<file path="config.mk">
export PLATFORM = sky130hd
export DESIGN_NAME = slps_back
export DESIGN_NICKNAME = d
export VERILOG_FILES = /design/src/rtl/slps_pkg.sv /design/src/rtl/slps_back.sv
export VERILOG_INCLUDE_DIRS = /design/src /design/src/rtl
export SDC_FILE = /design/constraint.sdc
export NUM_CORES = 1
export LEC_CHECK = 0
export ABC_AREA = 1
export BUFFER_PORTS_ARGS = -buffer_cell sky130_fd_sc_hd__buf_4
export CAP_MARGIN = 20
export CORE_MARGIN = 2
export CORE_UTILIZATION = 52
export CTS_BUF_LIST = sky130_fd_sc_hd__clkbuf_8
export DETAILED_ROUTE_END_ITERATION = 12
export PLACE_DENSITY = 0.82
export SKIP_LAST_GASP = 1
export SLEW_MARGIN = 20
export SYNTH_ARGS = -nofsm -noshare
export SYNTH_HDL_FRONTEND = slang
export SYNTH_SLANG_ARGS = --single-unit
</file>
<file path="constraint.sdc">
create_clock -name i_clk -period 2.8 [get_ports i_clk]
set_clock_uncertainty 0.15 [all_clocks]
set_input_delay 0.14 -clock i_clk [delete_from_list [all_inputs] [get_ports i_clk]]
set_output_delay 0.14 -clock i_clk [all_outputs]
set_load 0.02 [all_outputs]
</file>
<file path="src/rtl/status_led_pattern_sequencer_defines.svh">
// Assertion macros shared by the sequencer RTL.
// Each macro expects i_clk and i_rst_n in the module that uses it.
`ifndef STATUS_LED_PATTERN_SEQUENCER_DEFINES_SVH
`define STATUS_LED_PATTERN_SEQUENCER_DEFINES_SVH

`ifndef NO_ASSERTIONS

`define SLPS_ASSERT_NOW(lbl, expr) \
    lbl: assert property (@(posedge i_clk) disable iff (!i_rst_n) (expr)) \
        else $error("invariant violated");

`define SLPS_ASSERT_NEXT(lbl, ante, cons) \
    lbl: assert property (@(posedge i_clk) disable iff (!i_rst_n) (ante) |=> (cons)) \
        else $error("next-cycle check violated");

`else

`define SLPS_ASSERT_NOW(lbl, expr)
`define SLPS_ASSERT_NEXT(lbl, ante, cons)

`endif

`endif

</file>
<file path="src/rtl/slps_pkg.sv">
package slps_pkg;

    localparam int unsigned PIXEL_COUNT = 7;
    localparam int unsigned RING_SIZE   = PIXEL_COUNT - 1;
    localparam logic [2:0]  LAST_PIX    = 3'(PIXEL_COUNT - 1);
    localparam logic [2:0]  SPIN_LAST   = 3'(RING_SIZE - 1);

    // timing in milliseconds
    localparam int unsigned BOOT_MS         = 2000;
    localparam int unsigned SPIN_GAP_MS     = 60;
    localparam int unsigned FAULT_GAP_MS    = 10;
    localparam int unsigned OPER_PERIOD_MS  = 1000;
    localparam int unsigned OPER_ON_MS      = 100;
    localparam int unsigned OPER_LOW_BEG_MS = 200;
    localparam int unsigned OPER_LOW_END_MS = 220;
    localparam int unsigned BRAKE_FLASH_MS  = 500;
    localparam int unsigned BRAKE_SLOT_MS   = 100;
    localparam int unsigned BRAKE_ON_MS     = 50;
    localparam int unsigned FAULT_BLINK_MS  = 125;

    // intensities
    localparam logic [7:0] LVL_FULL = 8'd255;
    localparam logic [7:0] LVL_LOW  = 8'd25;
    localparam logic [7:0] LVL_DIM  = 8'd38;

    // quarter-wave sine polynomial, Q30
    localparam logic [30:0] SIN_A = 31'd1686629713;
    localparam logic [30:0] SIN_B = 31'd693598668;
    localparam logic [30:0] SIN_C = 31'd85569306;
    localparam logic [30:0] SIN_D = 31'd5026997;
    localparam logic [30:0] SIN_E = 31'd172273;

    // floor(v * 15 / 100) == (v * 78645) >> 19 for v up to 255
    localparam logic [16:0] LVL_SCALE_MUL   = 17'd78645;
    localparam int unsigned LVL_SCALE_SHIFT = 19;

    typedef enum logic [2:0] {
        ST_BOOT  = 3'd0,
        ST_BCAST = 3'd1,
        ST_CONN  = 3'd2,
        ST_OPER  = 3'd3,
        ST_BRAKE = 3'd4,
        ST_FAULT = 3'd5
    } t_state;

    // frame kind as classified at the front
    typedef enum logic [2:0] {
        K_BLANK,
        K_OPER,
        K_BRAKE,
        K_FAULT,
        K_BOOT,
        K_BCAST,
        K_CONN
    } t_kind;

    // frame kind as drawn at the back
    typedef enum logic [2:0] {
        F_SOLID,
        F_FAULT,
        F_BOOT,
        F_BCAST,
        F_CONN
    } t_fkind;

    typedef struct packed {
        t_kind      kind;
        logic [7:0] red;
        logic [2:0] step;
    } t_desc;

    typedef struct packed {
        t_fkind     kind;
        logic [7:0] lvl;
        logic [2:0] step;
        logic [7:0] brth;
    } t_frame;

    typedef struct packed {
        logic [2:0] idx;
        logic [7:0] red;
        logic [7:0] green;
        logic [7:0] blue;
        logic       last;
    } t_pixel;

    function automatic logic [7:0] trail_level(input logic [2:0] pos);
        logic [7:0] lv;
        case (pos)
            3'd0:    lv = 8'd38;
            3'd1:    lv = 8'd13;
            3'd2:    lv = 8'd4;
            3'd3:    lv = 8'd2;
            3'd4:    lv = 8'd1;
            default: lv = 8'd0;
        endcase
        return lv;
    endfunction

endpackage

</file>
<file path="src/rtl/slps_back.sv">
`include "status_led_pattern_sequencer_defines.svh"

module slps_back (
    input  logic             i_clk,
    input  logic             i_rst_n,
    input  logic             i_avail,
    input  slps_pkg::t_frame i_frame,
    output logic             o_pop,
    output logic             o_tvalid,
    input  logic             i_tready,
    output slps_pkg::t_pixel o_pixel
);
    import slps_pkg::*;

    logic       r_busy, n_busy;
    logic [2:0] r_pix, n_pix;
    t_frame     r_frm;

    logic       beat, load;
    logic [3:0] t_raw, t_idx;
    logic [7:0] tl;

    assign beat  = r_busy && i_tready;
    assign load  = i_avail && (!r_busy || (beat && r_pix == LAST_PIX));
    assign o_pop = load;

    always_comb begin
        n_busy = r_busy;
        n_pix  = r_pix;
        if (load) begin
            n_busy = 1'b1;
            n_pix  = '0;
        end else if (beat) begin
            if (r_pix == LAST_PIX) begin
                n_busy = 1'b0;
            end else begin
                n_pix = r_pix + 3'd1;
            end
        end
    end

    always_ff @(posedge i_clk) begin
        if (!i_rst_n) begin
            r_busy <= 1'b0;
            r_pix  <= '0;
        end else begin
            r_busy <= n_busy;
            r_pix  <= n_pix;
        end
    end

    always_ff @(posedge i_clk) begin
        if (load) begin
            r_frm <= i_frame;
        end
    end

    // trail position behind the spinner head for ring pixel r_pix
    always_comb begin
        t_raw = 4'({1'b0, r_frm.step}) + 4'(PIXEL_COUNT) - 4'({1'b0, r_pix});
        t_idx = (t_raw >= 4'(RING_SIZE)) ? t_raw - 4'(RING_SIZE) : t_raw;
        tl    = trail_level(t_idx[2:0]);

        o_pixel = '{idx: r_pix, red: '0, green: '0, blue: '0, last: (r_pix == LAST_PIX)};
        unique case (r_frm.kind)
            F_SOLID: o_pixel.red = r_frm.lvl;
            F_FAULT: o_pixel.red = (r_pix == '0) ? r_frm.lvl : r_frm.brth;
            F_BOOT: begin
                if (r_pix == '0) begin
                    o_pixel.red   = r_frm.brth;
                    o_pixel.green = r_frm.brth;
                end else begin
                    o_pixel.red   = tl;
                    o_pixel.green = tl;
                    o_pixel.blue  = tl;
                end
            end
            F_BCAST: begin
                if (r_pix == '0) begin
                    o_pixel.green = r_frm.brth;
                end else begin
                    o_pixel.red   = tl;
                    o_pixel.green = tl;
                    o_pixel.blue  = tl;
                end
            end
            F_CONN: o_pixel.blue = (r_pix == '0) ? LVL_DIM : tl;
            default: o_pixel.red = '0;
        endcase
    end

    assign o_tvalid = r_busy;

    `SLPS_ASSERT_NEXT(a_pix_advance, beat && r_pix != LAST_PIX, r_pix == $past(r_pix) + 3'd1)

endmodule
</file>
# [Yosys cells after proc, flatten, opt, wreduce, memory -nomap -nowiden]
# Cells that the tools add are included.
# W data, S select, Z words.
[totals] reg_bits=26 in_bits=26 word_cells=49
[classes] mux=13 eq_ne=9 magnitude_cmp=1 bitwise_logic=2 n_reduce_logical=14 n_addsub=4
[op_table] cell="$mux W8" count=4
[op_table] cell="$pmux W8 S2" count=2
[op_table] cell="$pmux W8 S4" count=1
[op_table] cell="$pmux W6 S5" count=1
[op_table] cell="$mux W16" count=1
[op_table] cell="$eq A3 B2 Y1 const B" count=4
[op_table] cell="$eq A3 B3 Y1 const B" count=3
[op_table] cell="$logic_not A3 Y1" count=3
[op_table] cell="$eq A3 B1 Y1 const B" count=2
[op_table] cell="$add A3 B3 Y4 const B" count=1
[op_table] cell="$ge A4 B3 Y1 const B" count=1
[op_table] cell="$reduce_and A2 Y1" count=2
[op_table] cell="$reduce_bool A2 Y1" count=2
[op_table] cell="$reduce_or A2 Y1" count=2
[op_table] cell="$sub A4 B3 Y4" count=1
[op_table] cell="$add A3 B1 Y3 const B" count=1
[op_table] cell="$logic_and A1 B1 Y1" count=3
[op_table] cell="$mux W1" count=3
[op_table] cell="$mux W3" count=1
[op_table] cell="$sub A3 B3 Y3 const B" count=1
[op_table] cell="$not A1 Y1" count=2
[op_table] cell="$logic_not A1 Y1" count=1
[op_table] cell="$logic_or A1 B1 Y1" count=1

# [Depth between registers and ports, before layout]
# Gate-level depths: netlist (run 1).
[logic_depth] depth_word=8 mapped_depth=15

# [Worst setup path after synthesis (run 1)]
# OpenSTA, ideal clock, no wires.
[synth_path] kind="reg2reg" start="register r_pix[1]" end="register r_frm[0] in the netlist's numbering, enable pin" synth_period_minus_slack_ns=2.853 t_arrival_ns=2.291 setup_ns=0.413 stages_incl_launch_ff=6 required_time_ns=2.237 setup_slack_ns=-0.053 cell_sequence="dfxtp_1 > ha_1 > nand2_1 > inv_1 > a21boi_1 > nor2_1"
[synth_rtl] element="from (decl)" line_no="slps_back.sv:16" source="logic [2:0] r_pix, n_pix;"
[synth_rtl] element="from (signal assigned)" line_no="slps_back.sv:48" source="r_pix <= n_pix;"
[synth_rtl] element="to (signal assigned)" line_no="slps_back.sv:54" source="r_frm <= i_frame;"
[synth_rtl] element="to (decl)" line_no="slps_back.sv:17" source="t_frame r_frm;"

==> summary.txt, run 1 <==
Crit path arrival time: 2.31 ns
Max frequency: 0.3840 GHz
Nets: 306
Clock Sinks: 26
Post-synth top area share: 0.3914
Min Clock Period, post-route: 2.604 ns
Vias: 1563
Post-synth cell types: 31
CP Data Required Time: 2.51 ns
Placement Rows: 20
Leakage power: 1.137 nW
IO Pins: 56
Cell Pwr Density: 419.5 mW/mm²
Starting Density: 0.5484
Final Cycle Share: 0.9302
Yosys warns: 0
Post-synth EDFFs: 22
Hold slack: 0.02637 ns
Fin. max-slew vios: 0
Final RePlAce weighted congestion: 0.8318
Max-cap violations: 0
# setup viols final: 0
Antenna diodes: 0
R2R Path Start: r_pix[1]
Hold Crit Depth: 3
Main synth FF type: edfxtp_1
Global-route wire length before repair: 6.120 mm
HPWL Detailed: 2.563 mm
Synth Area per Inst: 8.745 µm²
Hold Vio Cnt, Final: 0
Insertion delay to the later sink of the worst-skew pair: 0.27 ns
# DRC: 0
Grt total ovfl: 0
CTS Root Cell: clkbuf_8
CP max FO: 4
Die height: 60.97 µm
Yosys reg bits: 26
Die Span X: 60.97 µm
Largest area contributor in the netlist: edfxtp_1
# fillers: 202
CTS H-Tree Depth: 1
Area after DPL: 0.002112 mm²
GRT Util Overall: 0.2249
Avg Vias per Cell: 4.946
Synth Instances: 193
Slew @ Worst Pin: 0.5720 ns
FF-to-FF path depth: 7
Drt pass-1 iters: 4
Total CTS buffers: 3
Clock buffer depth: 2
Vias in the first global route: 1391
Setup WS pre-CTS: 0.3725 ns
Type of origin of the critical path: register
Mapped Area: 0.001688 mm²
Worst Setup Path Type: register to output port
Non-filler cells in the finished layout: 316
Outcome: finished clean
Synth-to-layout area growth: 45.52%
Min-Delay Endpoint: r_pix[1]
TritonCTS clock tree: built
Hold crit path type: input port to register
Most frequent cell after synthesis: nand2_1
Asr flop ratio synth: 0
DP Cell Count: 287
Final wirelength: 3.867 mm
Max-slew headroom: 0.6166
Final WS setup: 0.1955 ns
Post-route cell area: 0.002456 mm²
Full die area: 0.003717 mm²
Clk slew on worst S/H paths: 0.08 ns
Pin count of the biggest net entering global routing: 23
TNS Setup: 0 ns
Register area share after synthesis: 0.4388
Synth area leaders: edfxtp_1, nand2_1, inv_1
Synth cell count leaders: nand2_1, inv_1, edfxtp_1
Core box area: 0.003078 mm²
Reg2reg end: o_tvalid
Peak supply drop: 0.4040 mV
Routed len/inst: 12.24 µm
Starting DRT DRC Count: 82
Hold path startpoint: i_tready
CP endpoint kind: output port
FF-to-FF setup slack: 0.78 ns
Share of cells above drive strength 1: 0.3456
Initial antenna violation count: 0
ANT nets after route: 0
I/O Buffers: 52
sequential cells by signal, summed over array words and instances (netlist names):
| signal | count |
|---|---|
| r_frm | 22 |
| o_tvalid | 1 |
| r_pix | 3 |
report_power, final:
group | total [mW] | internal (mW) | switching, mW
Clock | 0.307 | 0.191 | 0.116
Sequential | 0.453 | 0.443 | 0.0106
Combinational | 0.270 | 0.117 | 0.153
metal layers:
metal  wire length, µm  GRT usage  vias up
li1                  -          -      788
met1              1644     0.2933      713
met2              1982     0.3932       58
met3               198    0.02772        4
met4                42    0.06522        0
met5                 0          0        -
worst max-delay path by stage:
| stage | end | depth (start not counted) | start | slack, ns |
|---|---|---|---|---|
| final | o_pixel[18] | 16 | r_pix[0] | 0.20 |
| after detailed placement | o_pixel[19] | 13 | r_pix[0] | 0.37 |
| after CTS | o_pixel[17] | 14 | r_pix[0] | 0.07 |
| after floorplan | o_pixel[1] | 11 | r_pix[0] | 0.32 |
| after global placement | o_pixel[19] | 13 | r_pix[0] | 0.44 |
| after global routing | o_pixel[18] | 16 | r_pix[0] | -0.0002 |
critical path: stages (launching register included):
cell	delay [ns]
dfxtp_4	0.34
inv_1	0.09
ha_1	0.17
inv_1	0.05
fa_2	0.35
inv_1	0.06
nand2_1	0.05
nand2_2	0.10
nand2_2	0.07
nand2_4	0.09
nand2_2	0.08
nand2_2	0.07
nand3_2	0.09
nand2_2	0.07
nand3_1	0.08
nand3_1	0.12
buf_4	0.15
final cells by class:
cell class | instances | area (µm²) | share of cell area
Tap cell | 44 | 55.05 | 0.02241
Inverter | 33 | 127.6 | 0.05196
Clock buffer | 3 | 41.29 | 0.01681
Timing Repair Buffer | 79 | 656.9 | 0.2674
Clock inverter | 1 | 30.03 | 0.01223
Multi-Input combinational cell | 130 | 800.8 | 0.3260
Sequential cell | 26 | 744.5 | 0.3031
logic make-up after synthesis:
family / after synthesis / share of synthesized area
AO/OA/AOI/OAI: 20 / 0.07488
XOR/XNOR: 1 / 0.005190
adder cells (fa/ha/maj): 7 / 0.05634
buffers and inverters: 39 / 0.1008
flip-flops: 26 / 0.4388
other: 1 / 0.002222
AND/OR/NAND/NOR: 99 / 0.3217
stage by stage:
step                power [mW]    util
floorplan               0.6173       -
global placement        0.6895  0.6862
detailed placement      0.6934  0.6862
CTS                      1.021  0.7874
global route             1.077  0.7980
finish                   1.030  0.7980
cells in the final DEF (no fill, tap or decap), types with 2 or more instances in the layout:
cell,count
conb_1,3
a21oi_1,6
nand3_2,4
nand2_1,31
buf_4,54
edfxtp_1,22
nor3_1,5
clkbuf_8,3
nor2_4,3
nand3_1,18
nand2_2,13
o211ai_1,4
nor2_1,12
nor2_2,2
ha_1,6
o21ai_0,6
nand2_4,2
dfxtp_1,3
nor3_2,2
dlygate4sd3_1,24
inv_1,29
nand4_1,4
inv_2,3
what timing repair did:
item | CTS | global route
endpoints found under the setup margin | 0 | 9
endpoints found under the hold margin | 23 | 0
gates resized for setup | 0 | 8
setup buffers | 0 | 1
hold buffers | 24 | 0
Power figures use the tool's default switching activity.
==> run 2, diff against run 1 <==
==> constraint.sdc (replaced) <==
create_clock -name i_clk -period 2.8 [get_ports i_clk]
set_clock_uncertainty 0.15 [all_clocks]
set_input_delay 0.56 -clock i_clk [delete_from_list [all_inputs] [get_ports i_clk]]
set_output_delay 0.56 -clock i_clk [all_outputs]
set_load 0.02 [all_outputs]
==> summary.txt, run 2 (same netlist as run 1, synthesis figures left out) <==
Outcome: finished with violations
Failing checks: negative setup slack
Commonest non-fill, non-tap cells in the layout: buf_4, nand2_1, inv_1
CP Data Required Time: 2.09 ns
Area after DPL: 0.002140 mm²
Crit. Startpoint: r_pix[0]
Reg2reg end: r_frm[1]
GRT Util Overall: 0.2098
Clock buffer depth: 2
Routed len/inst: 11.68 µm
Total CTS buffers: 3
CP max FO: 4
R2R Path Start: r_pix[1]
HPWL Detailed: 2.707 mm
FF-to-FF setup slack: 1.09 ns
CTS H-Tree Depth: 1
Insertion delay to the later sink of the worst-skew pair: 0.27 ns
Max-cap violations: 0
Vias: 1454
CTS Root Cell: clkbuf_8
CP max stage delay: 0.54 ns
Final wirelength: 3.480 mm
Starting Density: 0.5484
Max-slew headroom: 0.6361
Initial antenna violation count: 0
IO Pins: 56
Placement Rows: 20
Number of flip-flops in the largest register: 22
Post-route cell area: 0.002282 mm²
Drt pass-1 iters: 4
Hold crit path type: input port to register
Total power: 0.9285 mW
Leakage power: 1.069 nW
Die height: 60.97 µm
Crit path to: o_pixel[6]
Synth-to-layout area growth: 35.21%
Type of origin of the critical path: register
Die Span X: 60.97 µm
CP endpoint kind: output port
Crit path arrival time: 2.27 ns
Grt total ovfl: 0
Starting DRT DRC Count: 68
Clock Sinks: 26
I/O Buffers: 52
Hold Vio Cnt, Final: 0
Cell Pwr Density: 406.8 mW/mm²
Crit path cell chain: inv_2 > ha_2 > inv_2 > fa_2 > inv_4 > nand2_2 > nand2_4 > a21oi_4 > nand2_2 > buf_4 > a21oi_2 > buf_4
Max frequency: 0.3356 GHz
FF-to-FF path depth: 6
ANT nets after route: 0
Slowest CP cell: fa_2
Full die area: 0.003717 mm²
Min Clock Period, post-route: 2.980 ns
Antenna diodes: 0
Avg Vias per Cell: 4.879
# DRC: 0
Global-route wire length before repair: 5.664 mm
Share of cells above drive strength 1: 0.4409
Slew @ Worst Pin: 0.5429 ns
Commonest non-fill, non-tap cell in the layout: buf_4
Final WS setup: -0.1799 ns
Fin. max-slew vios: 0
# setup viols final: 13
Pin count of the biggest net entering global routing: 23
Clk slew on worst S/H paths: 0.09 ns
RSZ-0062 raised after global routing: true
Worst Setup Path Type: register to output port
TritonCTS clock tree: built
Vias in the first global route: 1320
Peak supply drop: 0.3036 mV
Nets: 288
Core box area: 0.003078 mm²
Final RePlAce weighted congestion: 0.8130
Biggest register: r_frm
Final Cycle Share: 1.064
[run 2: area by class of cell]
type	count	area, µm²
inverters	33	126.4
flip-flops and latches	26	743.2
repair buffers	60	469.2
clock inverters	1	3.754
well taps	44	55.05
clock buffers	3	41.29
multi-input cells	131	843.3
fillers	244	795.8
[run 2: per-layer routing]
metal  global-route usage  vias to the layer above  share of wire
met3              0.03412                        5          0.061
met4              0.08696                        0          0.016
li1                     -                      755              -
met2               0.3333                       48           0.48
met5                    0                        -              0
met1               0.2865                      646           0.44
[run 2: worst max-delay path: cells and delay by family, from the launching register on]
kind                     cells  cell delay [ns]
buffers and inverters        5             0.44
AND/OR/NAND/NOR              3             0.23
flip-flops                   1             0.33
adder cells (fa/ha/maj)      2             0.72
AO/OA/AOI/OAI                2             0.29
[run 2: repair_timing]
| action | CTS | global route |
|---|---|---|
| resized for setup | 16 | 7 |
| gates cloned | 1 | 0 |
| hold endpoints to repair | 0 | 0 |
| pin swaps | 6 | 2 |
| buffers inserted | 2 | 1 |
| endpoints found under the setup margin | 15 | 16 |
| hold buffers | 0 | 0 |
[run 2: worst min-delay path by stage]
stage                startpoint   endpoint  slack (ns)  cells after the start
floorplan              o_tvalid   r_pix[1]        0.43                      2
global placement       o_tvalid   r_pix[1]        0.36                      2
detailed placement     r_pix[0]   r_pix[0]        0.38                      2
CTS                 i_frame[13]  r_frm[13]        0.30                      1
global route         i_frame[5]   r_frm[5]        0.29                      1
finish              i_frame[15]  r_frm[15]        0.31                      1
[run 2: metrics by stage]
| stage | cells | setup WS (ns) | utilization | setup TNS, ns | hold slack (ns) |
|---|---|---|---|---|---|
| final | 298 | -0.1799 | 0.7415 | -1.545 | 0.3082 |
| after global routing | 298 | -0.3060 | 0.7415 | -3.334 | 0.2934 |
| after global placement | 290 | 0.07889 | 0.6951 | 0 | 0.3573 |
| after CTS | 297 | -0.1916 | 0.7333 | -1.491 | 0.3044 |
| after floorplan | 195 | 0.02173 | - | 0 | 0.4336 |
| after detailed placement | 290 | 0.01314 | 0.6951 | 0 | 0.3774 |
[run 2: report_power, final]
part | leakage, nW | internal [mW] | switching, mW
Combinational | 0.802 | 0.108 | 0.156
Clock | 0.0231 | 0.0983 | 0.112
Sequential | 0.243 | 0.443 | 0.0106
==> run 3, diff against run 2 <==
- GPL_TIMING_DRIVEN: default -> 1
- REMOVE_ABC_BUFFERS: default -> 1
==> summary.txt, run 3 (same netlist as run 1, synthesis figures left out) <==
Crit path arrival time: 2.29 ns
Outcome: finished with violations
Die Span X: 60.97 µm
Area after DPL: 0.002135 mm²
Leakage power: 1.098 nW
Biggest register: r_frm
# setup viols final: 15
Vias: 1474
Hold Vio Cnt, Final: 0
Top sig layer: met4
Fin. max-slew vios: 0
Hold crit path type: input port to register
HPWL Detailed: 2.588 mm
Post-route cell area: 0.002342 mm²
IO Pins: 56
Die height: 60.97 µm
Initial antenna violation count: 0
Slowest CP cell: fa_2
Cell Pwr Density: 438.9 mW/mm²
Type of origin of the critical path: register
Peak supply drop: 0.3331 mV
Total power: 1.028 mW
Number of flip-flops in the largest register: 22
Full die area: 0.003717 mm²
Starting DRT DRC Count: 74
Min Clock Period, post-route: 3.003 ns
Final WS setup: -0.2028 ns
Max frequency: 0.3330 GHz
Starting Density: 0.5484
Core box area: 0.003078 mm²
Pin count of the biggest net entering global routing: 23
CTS H-Tree Depth: 1
RSZ-0062 raised after global routing: true
I/O Buffers: 52
M1 WL: 1.539 mm
Final Cycle Share: 1.072
Met3 WL: 198 µm
Worst path bufs/invs: 3
Max-cap violations: 0
Grt total ovfl: 0
Antenna diodes: 0
Clock buffer depth: 2
CTS Root Cell: clkbuf_8
CP endpoint kind: output port
Clk slew on worst S/H paths: 0.09 ns
Met2 wire len: 1.770 mm
Share of cells above drive strength 1: 0.4431
CP Data Required Time: 2.09 ns
Synth-to-layout area growth: 38.77%
Total CTS buffers: 3
Final wirelength: 3.607 mm
Crit path cell chain: ha_4 > inv_2 > fa_2 > inv_4 > nand3_4 > nand2_4 > nand2_8 > nor2_4 > nand2_2 > nand3_4 > nand2_2 > nand3_2 > buf_6
Setup WS pre-CTS: -0.04661 ns
CP max FO: 9
Routed len/inst: 12.06 µm
CP max stage delay: 0.44 ns
Vias in the first global route: 1332
# DRC: 0
Global-route wire length before repair: 5.713 mm
Slew @ Worst Pin: 0.5917 ns
GRT Util Overall: 0.2116
Clock Sinks: 26
Commonest non-fill, non-tap cells in the layout: buf_4, nand2_1, inv_1
TritonCTS clock tree: built
Nets: 289
Hold slack: 0.3071 ns
Failing checks: negative setup slack
Drt pass-1 iters: 4
Worst Setup Path Type: register to output port
Final RePlAce weighted congestion: 0.7824
Avg Vias per Cell: 4.930
Insertion delay to the later sink of the worst-skew pair: 0.27 ns
Placement Rows: 20
ANT nets after route: 0
Max-slew headroom: 0.6034
Commonest non-fill, non-tap cell in the layout: buf_4
Top delay family on crit path: simple AND/OR/NAND/NOR gates
run 3: cell type report:
cell class                 count  area [µm²]
clock buffer                   3       41.29
tap                           44       55.05
clock inverter                 1       30.03
timing repair buffer          62       484.2
fill                         200       735.7
multi-input combinational    130       860.8
inverter                      33       128.9
sequential                    26       742.0
run 3: metrics by stage:
step                      cells  utilization  setup TNS, ns
after global routing        299       0.7610         -3.217
final                       299       0.7610         -1.568
after detailed placement    290       0.6935        -0.1162
after floorplan             189            -         -2.269
after global placement      290       0.6935              0
after CTS                   296       0.7398         -1.523
run 3: routing by layer:
layer,up-vias,track usage
met5,-,0
met4,0,0.09317
met3,9,0.02985
met2,59,0.3472
met1,652,0.2795
li1,754,-
run 3: power breakdown:
part           total [mW]  switching [mW]  internal, mW
Clock               0.305           0.113         0.191
Combinational       0.269           0.156         0.113
Sequential          0.454          0.0110         0.443
run 3: worst reg2reg max path, stage by stage (launching register included):
cell      delay, ns
dfxtp_1        0.34
buf_4          0.15
ha_1           0.16
nand2_1        0.10
inv_1          0.09
a21boi_1       0.09
nor2_2         0.11
buf_4          0.30
run 3: what timing repair did:
item,CTS,global route
endpoints found under the setup margin,21,15
hold buffers,0,0
pin swaps,8,3
buffers inserted,2,3
resized for setup,18,10
endpoints found under the hold margin,0,0
run 3: worst paths after layout:
check                                  from           to  slack, ns  cells after the start
worst max-delay path               r_frm[8]  o_pixel[17]      -0.20                     13
worst min-delay path            i_frame[13]    r_frm[13]       0.31                      1
worst max register to register     r_pix[1]    r_frm[18]       1.01                      7
worst min register to register     o_tvalid     r_pix[1]       0.39                      2
